$ cat src/design/spi_register_file_slave_top_assert.svh
// ----------------------------------------------------------------------------
// SPI register file slave assertion macros
// Concurrent assertion forms for the register file slave control module.
// ----------------------------------------------------------------------------
`ifndef SPI_REGISTER_FILE_SLAVE_TOP_ASSERT_SVH
`define SPI_REGISTER_FILE_SLAVE_TOP_ASSERT_SVH

// Same-cycle implication, skipped while reset is high.
`define SRF_ASSERT_NOW(lbl, ck, rs, ante, cons) \
  lbl: assert property (@(posedge ck) disable iff (rs) (ante) |-> (cons)) \
    else $error("srf check failed: same-cycle implication");

// Next-cycle implication, skipped while reset is high.
`define SRF_ASSERT_NEXT(lbl, ck, rs, ante, cons) \
  lbl: assert property (@(posedge ck) disable iff (rs) (ante) |=> (cons)) \
    else $error("srf check failed: next-cycle implication");

`endif

$ cat src/design/srf_pkg.sv
// ----------------------------------------------------------------------------
// SPI register file slave package
// Constants, command codes, default register contents and the RAM request.
// ----------------------------------------------------------------------------
package srf_pkg;

  localparam int REG_COUNT = 256;
  localparam int ADDR_W    = $clog2(REG_COUNT);
  localparam int DATA_W    = 8;

  // Item kinds carried in tuser
  localparam logic CMD_CS   = 1'b0;
  localparam logic CMD_XFER = 1'b1;

  // Chip select level that selects the device
  localparam logic CS_ACTIVE = 1'b0;

  localparam int READ_BIT = 7;

  localparam logic [DATA_W-1:0] ADDR_BYTE_MASK   = 8'h7F;
  localparam logic [ADDR_W-1:0] ADDR_SOFT_RESET  = 8'h6B;
  localparam logic [DATA_W-1:0] SOFT_RESET_VALUE = 8'h80;
  localparam logic [ADDR_W-1:0] SOFT_RESET_PTR   = 8'h01;

  localparam logic [REG_COUNT-1:0] SOFT_RESET_MASK =
    {{(REG_COUNT-1){1'b0}}, 1'b1} << ADDR_SOFT_RESET;

  typedef struct packed {
    logic              we;
    logic [ADDR_W-1:0] waddr;
    logic [DATA_W-1:0] wdata;
    logic [ADDR_W-1:0] raddr;
  } srf_ram_req_t;

  // Power-on contents of the register file
  function automatic logic [DATA_W-1:0] default_value(input logic [ADDR_W-1:0] addr);
    logic [DATA_W-1:0] val;
    unique case (addr)
      8'h75:   val = 8'hAF;
      8'h6B:   val = 8'h01;
      8'h3B:   val = 8'h01;
      8'h3C:   val = 8'h02;
      8'h3D:   val = 8'h03;
      8'h3E:   val = 8'h04;
      8'h3F:   val = 8'h05;
      8'h40:   val = 8'h06;
      8'h41:   val = 8'h10;
      8'h42:   val = 8'h00;
      8'h43:   val = 8'h11;
      8'h44:   val = 8'h22;
      8'h45:   val = 8'h33;
      8'h46:   val = 8'h44;
      8'h47:   val = 8'h55;
      8'h48:   val = 8'h66;
      default: val = 8'h00;
    endcase
    return val;
  endfunction

endpackage

$ cat src/design/srf_ram.sv
// ----------------------------------------------------------------------------
// Generic single-port-write RAM
// One write port, one read port, registered read data.
// ----------------------------------------------------------------------------
module srf_ram #(
  parameter int WIDTH = 8,
  parameter int DEPTH = 256
) (
  input  logic                     clk,
  input  logic                     we,
  input  logic [$clog2(DEPTH)-1:0] waddr,
  input  logic [WIDTH-1:0]         wdata,
  input  logic [$clog2(DEPTH)-1:0] raddr,
  output logic [WIDTH-1:0]         rdata
);

  logic [WIDTH-1:0] mem [DEPTH];

  always_ff @(posedge clk) begin
    if (we) begin
      mem[waddr] <= wdata;
    end
    rdata <= mem[raddr];
  end

endmodule

$ cat src/design/srf_ctrl.sv
// ----------------------------------------------------------------------------
// SPI register file slave control
// Select/address/read/write sequencing, pointer, and written-entry tracking.
// ----------------------------------------------------------------------------
`include "spi_register_file_slave_top_assert.svh"

module srf_ctrl (
  input  logic                          clk,
  input  logic                          rst,
  input  logic                          accept,
  input  logic                          cmd,
  input  logic                          cs_level,
  input  logic [srf_pkg::DATA_W-1:0]    mosi_byte,
  input  logic [srf_pkg::DATA_W-1:0]    ram_rdata,
  output srf_pkg::srf_ram_req_t         ram_req,
  output logic [srf_pkg::DATA_W-1:0]    miso_byte
);

  import srf_pkg::*;

  logic              selected, selected_next;
  logic              await_address, await_address_next;
  logic              read_mode, read_mode_next;
  logic [ADDR_W-1:0] pointer, pointer_next;
  logic [REG_COUNT-1:0] written;
  logic              soft_reset;
  logic              is_read;
  logic [DATA_W-1:0] rd_value;

  // Entries never written since the last reset read as their defaults
  assign rd_value = written[pointer] ? ram_rdata : default_value(pointer);

  always_comb begin
    selected_next      = selected;
    await_address_next = await_address;
    read_mode_next     = read_mode;
    pointer_next       = pointer;
    soft_reset         = 1'b0;
    is_read            = 1'b0;
    miso_byte          = '0;
    ram_req.we         = 1'b0;
    ram_req.waddr      = pointer;
    ram_req.wdata      = mosi_byte;
    if (accept) begin
      if (cmd == CMD_CS) begin
        selected_next      = (cs_level == CS_ACTIVE);
        await_address_next = 1'b1;
      end else if (selected) begin
        if (await_address) begin
          await_address_next = 1'b0;
          read_mode_next     = mosi_byte[READ_BIT];
          pointer_next       = mosi_byte & ADDR_BYTE_MASK;
        end else if (read_mode) begin
          is_read      = 1'b1;
          miso_byte    = rd_value;
          pointer_next = pointer + 1'b1;
        end else begin
          ram_req.we = 1'b1;
          if (pointer == ADDR_SOFT_RESET && mosi_byte == SOFT_RESET_VALUE) begin
            soft_reset     = 1'b1;
            selected_next  = 1'b0;
            read_mode_next = 1'b0;
            pointer_next   = SOFT_RESET_PTR;
          end else begin
            pointer_next = pointer + 1'b1;
          end
        end
      end
    end
    // Read one step ahead so the registered data lines up with the pointer
    ram_req.raddr = rst ? '0 : pointer_next;
  end

  always_ff @(posedge clk) begin
    if (rst) begin
      selected      <= 1'b0;
      await_address <= 1'b0;
      read_mode     <= 1'b0;
      pointer       <= '0;
      written       <= '0;
    end else begin
      selected      <= selected_next;
      await_address <= await_address_next;
      read_mode     <= read_mode_next;
      pointer       <= pointer_next;
      if (soft_reset) begin
        written <= SOFT_RESET_MASK;
      end else if (ram_req.we) begin
        written[pointer] <= 1'b1;
      end
    end
  end

  `SRF_ASSERT_NEXT(a_cs_arms, clk, rst, accept && cmd == CMD_CS, await_address)
  `SRF_ASSERT_NEXT(a_desel_hold, clk, rst, accept && cmd == CMD_XFER && !selected, $stable(pointer) && $stable(read_mode) && $stable(written))
  `SRF_ASSERT_NEXT(a_soft_reset, clk, rst, soft_reset, pointer == SOFT_RESET_PTR && !selected && !read_mode && written == SOFT_RESET_MASK)
  `SRF_ASSERT_NOW(a_miso_zero, clk, rst, !is_read, miso_byte == '0)

endmodule

$ cat src/design/spi_register_file_slave_top.sv
// ----------------------------------------------------------------------------
// SPI register file slave, top level
// Byte-level SPI slave over a 256-entry register file with auto-increment.
// ----------------------------------------------------------------------------
//   channel  | dir | tdata                         | tuser
//   ---------+-----+-------------------------------+-------------------------
//   s_*      | in  | [0] cs_level, [8:1] mosi_byte | [0] cmd (0 select, 1 byte)
//   m_*      | out | [7:0] miso_byte               | -
//
// One item per cycle while the output is not stalled: every item (select event or byte) yields one result.
// The pointer decode and register read run between the input handshake and
// the output register; the RAM read is issued one item ahead at the next
// pointer, so there is no read bubble.
// Reset clears the control state and the written-entry flags at once; no
// clearing pass is needed, unwritten entries read as their default values.
// s_tready follows m_tready when a result is pending, so a stalled output
// stalls the input; an item is accepted in the same cycle a result is taken.
// ----------------------------------------------------------------------------
module spi_register_file_slave_top (
  input  logic        clk,
  input  logic        rst,
  input  logic        s_tvalid,
  output logic        s_tready,
  input  logic [15:0] s_tdata,   // [0] cs_level, [8:1] mosi_byte, [15:9] zero
  input  logic [0:0]  s_tuser,   // [0] cmd
  output logic        m_tvalid,
  input  logic        m_tready,
  output logic [7:0]  m_tdata    // [7:0] miso_byte
);

  import srf_pkg::*;

  logic                 accept;
  logic [DATA_W-1:0]    miso_byte;
  logic [DATA_W-1:0]    ram_rdata;
  srf_ram_req_t         ram_req;

  // Take a new item whenever the result register is free or being drained
  assign s_tready = !rst && (!m_tvalid || m_tready);
  assign accept   = s_tvalid && s_tready;

  srf_ctrl u_ctrl (
    .clk       (clk),
    .rst       (rst),
    .accept    (accept),
    .cmd       (s_tuser[0]),
    .cs_level  (s_tdata[0]),
    .mosi_byte (s_tdata[8:1]),
    .ram_rdata (ram_rdata),
    .ram_req   (ram_req),
    .miso_byte (miso_byte)
  );

  srf_ram #(
    .WIDTH (DATA_W),
    .DEPTH (REG_COUNT)
  ) u_ram (
    .clk   (clk),
    .we    (ram_req.we),
    .waddr (ram_req.waddr),
    .wdata (ram_req.wdata),
    .raddr (ram_req.raddr),
    .rdata (ram_rdata)
  );

  // Result register: load on accept, drop once taken
  always_ff @(posedge clk) begin
    if (rst) begin
      m_tvalid <= 1'b0;
    end else if (accept) begin
      m_tvalid <= 1'b1;
    end else if (m_tready) begin
      m_tvalid <= 1'b0;
    end
  end

  always_ff @(posedge clk) begin
    if (accept) begin
      m_tdata <= miso_byte;
    end
  end

endmodule
$ cat config.mk
export PLATFORM = sky130hd
export DESIGN_NAME = spi_register_file_slave_top
export DESIGN_NICKNAME = d
export VERILOG_FILES = /design/src/design/srf_pkg.sv /design/src/design/srf_ram.sv /design/src/design/srf_ctrl.sv /design/src/design/spi_register_file_slave_top.sv
export VERILOG_INCLUDE_DIRS = /design/src /design/src/design
export SDC_FILE = /design/constraint.sdc
export NUM_CORES = 2
export LEC_CHECK = 0
export ABC_AREA = 0
export BUFFER_PORTS_ARGS = -buffer_cell sky130_fd_sc_hd__buf_4
export CORE_AREA = 4 4 415 417
export CTS_BUF_LIST = sky130_fd_sc_hd__clkbuf_16
export DETAILED_ROUTE_END_ITERATION = 10
export DIE_AREA = 0 0 419 421
export HOLD_SLACK_MARGIN = 0.15
export PLACE_DENSITY = 0.7
export SLEW_MARGIN = 20
export SYNTH_ARGS = -nofsm -noshare
export SYNTH_HDL_FRONTEND = slang
export SYNTH_SLANG_ARGS = --single-unit
$ cat constraint.sdc
create_clock -name clk -period 4.4 [get_ports clk]
set_input_delay 0.44 -clock clk [delete_from_list [all_inputs] [get_ports clk]]
set_output_delay 0.44 -clock clk [all_outputs]
set_load 0.05 [all_outputs]
==> key figures <==
Run status
  • Status: finished, final reports clean

Final layout
  • Share of cells above drive strength 1: around a tenth
  • Area grow syn2layout: 12.47%
  • Post-route insts no fill: 9,816
  • Cell area after layout: 0.1035 mm2
  • FILL cells: about 13,000
  • NumNets Final: between 7,000 and 8,000

Route
  • DR WL/cell: approximately 26 um
  • Post-route ant nets: 0
  • Post-Route WL: between 200 and 300 mm
  • Drt first pass iters: 6
  • Vias per cell: a little over 6
  • First DRT Iteration DRCs: between 8,000 and 9,000
  • # DRC: 0
  • Total number of vias: 60,827

Timing
  • Slew margin rel.: between 10% and 20%
  • Final hold vios: 0
  • Final period utilization: approximately 100%
  • RSZ-0062 raised after global routing: no
  • Tmin final: ~4.4 ns
  • Final worst slack: between 0.02 and 0.03 ns
  • Slew @ Worst Pin: 1.284 ns
  • Peak Freq: roughly 230 MHz
  • Setup violators final: 0
  • Final Max Tran Viols: 0
  • Final setup skew: ~0.047 ns

CTS
  • TritonCTS clock tree: built
  • CTS root buf: clkbuf_16
  • Clk Latency, worst-skew pair: roughly 0.87 ns
  • H-tree depth: 4
  • Maximum root-to-sink buffer count: 3
  • Reg clk slew, reported paths: about 0.060 ns
  • CTS sink count: 2,332
  • Total clock buffers created by CTS: approximately 230
  • Post-CTS setup buffers: 0

Global routing
  • GRT met3 Usage: ~6.1%
  • Vias in the first global route: 57,724
  • Largest net degree at the start of global routing: between 150 and 200
  • Met2 Use GR: a little over two fifths
  • Tot GR Track Use: between 20 and 30%
  • GRT busiest layer: met2
  • M1 GR Usage: between 40% and 50%
  • Global-route wire length before repair: approximately 370 mm
  • Gr ovfl total: 0
  • Initial antenna violation count: 5

Worst hold path
  • Worst min-delay path startpoint: s_tdata[3]
  • Hold Path Class: in -> reg
  • Worst Hold Path EP: u_ram.mem[68][2]
  • Hold Crit Depth: 2

Critical path
  • Setup CP Type: reg -> reg
  • Cell Chain, Critical Path: buf_12 > inv_1 > ha_1 > a32oi_1 > o21a_4 > buf_12 > inv_8 > buf_12 > nand3_1 > nand3_1 > a41oi_1 > buf_4 > nor4_1 > a22o_1 > a221oi_1
  • Critical path arrival: around 5.1 ns
  • Req. time, crit path: ~5 ns
  • CP max stage cell: nor4_1
  • CP endpoint kind: register
  • R2r setup slk: about 0.03 ns
  • Crit path top cell by count: buf_12
  • Critical Path Max Stage Delay: around 0.8 ns
  • FF-to-FF path depth: 15
  • Startpoint Class: register
  • Reg2Reg Capture Point: u_ram.rdata[7]
  • Crit Path Max Fanout: 45
  • RR Startpoint: u_ctrl.pointer[1]

Power and ir drop
  • Net Sw Frac: about a fifth
  • Reg power frac: between 50 and 60%
  • P_sw: between 8 and 9 mW
  • Internal power: ~34 mW
  • Pwr dens: 417.8 mW/mm2
  • Worst IR Drop VDD: about 0.00045 V
  • Clock power frac: 42.7%
  • LEAKAGE: around 36 nW
  • Comb power frac: under 10%
  • Pwr Total: 43.26 mW

Logic synthesis
  • Post-synth EDFFs: 2,056
  • Synth Register Bits: ~2,300
  • Post-synthesis async set-or-reset flop share: 0%
  • Post-Synthesis Cells: between 7,000 and 8,000
  • Netlist cell types: 52
  • Yosys warning total: 0
  • Synth top area cells: edfxtp_1 (67%), nand2_1 (8.4%), nand3_1 (7.2%), dfxtp_1 (6.0%), o21a_1 (2.1%)
  • Seq/Total Area, Yosys: between 70% and 80%
  • Main synth FF type: edfxtp_1
  • Cell Area, Synth: roughly 0.092 mm2
  • Avg Cell Area, Syn: about 13 um2
  • Area leader, netlist: edfxtp_1
  • Synth top area share: ~67%
  • Syn nets: 7,328

Floorplanning
  • Io pins: 31
  • Die ar.: ~0.18 mm2
  • Die Width: roughly 420 um
  • Initial Utilization: between 50% and 60%
  • Die height: between 400 and 500 um
  • Core area: 0.1687 mm2
  • Site Rows: 151

Place
  • Dpl ws: -0.02840 ns
  • Placed cells: approximately 9,400
  • HPWL after DPL: ~150 mm
  • Post-DP Area: a little under 0.1 mm2
  • Port Buffers: 23
  • Gpl congestion: slightly above 0.9

Flow run
  • Max-cap violations: 0
==> worst max path at each step <==
stage                                 start               end  cells after the start
after floorplan                    m_tvalid  u_ram.mem[13][0]                      8
after global placement             m_tready    u_ram.rdata[0]                     14
after detailed placement           m_tready    u_ram.rdata[0]                     14
after CTS                 u_ctrl.pointer[1]    u_ram.rdata[0]                     14
after global routing      u_ctrl.pointer[0]    u_ram.rdata[6]                     16
final                     u_ctrl.pointer[1]    u_ram.rdata[7]                     15
==> power groups by stage <==
| stage | Sequential [mW] | Combinational [mW] | Clock (mW) |
|---|---|---|---|
| after global placement | 24.5 | 0.692 | 0 |
| after global routing | 24.0 | 0.771 | 19.6 |
| final | 24.1 | 0.727 | 18.5 |
| after CTS | 24.0 | 0.721 | 18.6 |
| after floorplan | 24.5 | 0.200 | 0 |
| after detailed placement | 24.5 | 0.714 | 0 |
==> repair_timing <==
action | 4_1_cts | 5_1_grt
setup endpoints to repair | 0 | 1
gates resized for setup | 0 | 1
hold buffers | 7 | 0
hold endpoints to repair | 8 | 0
==> layout make-up <==
cell class,count,area [um2],area share (%)
flip-flops and latches,2332,67270,64.97
multi-input cells,4463,22720,21.94
clock buffers,227,5680,5.486
repair buffers,361,3638,3.514
well taps,2218,2775,2.680
clock inverters,202,1399,1.351
inverters,10,52.55,0.05075
diodes,3,7.507,0.007250
==> synth_stat cells, types with 9 or more instances <==
cell      count
a21oi_1      26
a22o_1       10
a31oi_1      76
a32oi_1      58
a41oi_1      88
and3_1       50
buf_1        38
buf_2       212
clkbuf_1    243
dfxtp_1     276
edfxtp_1   2056
mux2i_1      29
mux4_2       82
nand2_1    2065
nand3_1    1324
nor2_1      285
nor2b_1       9
nor4_1       32
o21a_1      259
==> sequential cells by signal, summed over array words and instances, names as in the netlist <==
name                  count
m_tdata                   8
m_tvalid                  1
u_ctrl.await_address      1
u_ctrl.pointer            8
u_ctrl.read_mode          1
u_ctrl.selected           1
u_ctrl.written          256
u_ram.mem              2048
u_ram.rdata               8
==> kinds of logic (layout without fill, tap and decap cells) <==
kind of cell	Yosys count	count (layout)	synth area share (%)
flops	2332	2332	73.06
xor+xnor	4	4	0.03806
fa+ha+maj	4	4	0.05436
mux	111	111	2.321
compound gates	545	545	4.479
buf+inv	508	800	2.388
simple gates	3799	3799	17.66
other cells	0	3	0
==> routing by layer <==
metal	vias to the layer above	wire, um
met1	30211	98780
li1	26729	-
met5	-	27
met3	584	26530
met2	3299	117100
met4	4	10780
==> per-stage QoR <==
step	setup TNS, ns	util, %	hold WS (ns)
after detailed placement	-0.03116	57.12	0.4484
after floorplan	0	-	0.4350
after CTS	0	61.36	0.1589
after global routing	0	61.37	0.1932
final	0	61.37	0.2264
after global placement	0	57.12	0.4406
==> worst max-delay path: cells and delay by family, from the launching register on <==
kind	cells	cell delay, ns
buffers and inverters	6	1.41
AND/OR/NAND/NOR	3	1.09
AO/OA/AOI/OAI	5	0.99
flip-flops	1	0.36
adder cells (fa/ha/maj)	1	0.31
==> cells in the final DEF, fill, tap and decap left out, types with 10 or more instances in the layout <==
master,n
a21oi_1,26
clkbuf_16,227
inv_1,74
a32oi_1,58
edfxtp_1,2056
and3_1,50
a31oi_1,76
clkinv_1,62
nor2_1,284
nand2_1,2052
clkinv_2,35
nor4_1,29
bufinv_16,14
o21a_1,258
dfxtp_1,273
mux2i_1,29
a22o_1,10
nand3_1,1320
buf_4,278
buf_12,68
mux4_2,82
nand2_2,13
a41oi_1,88
(Power assumes the default switching activity.)
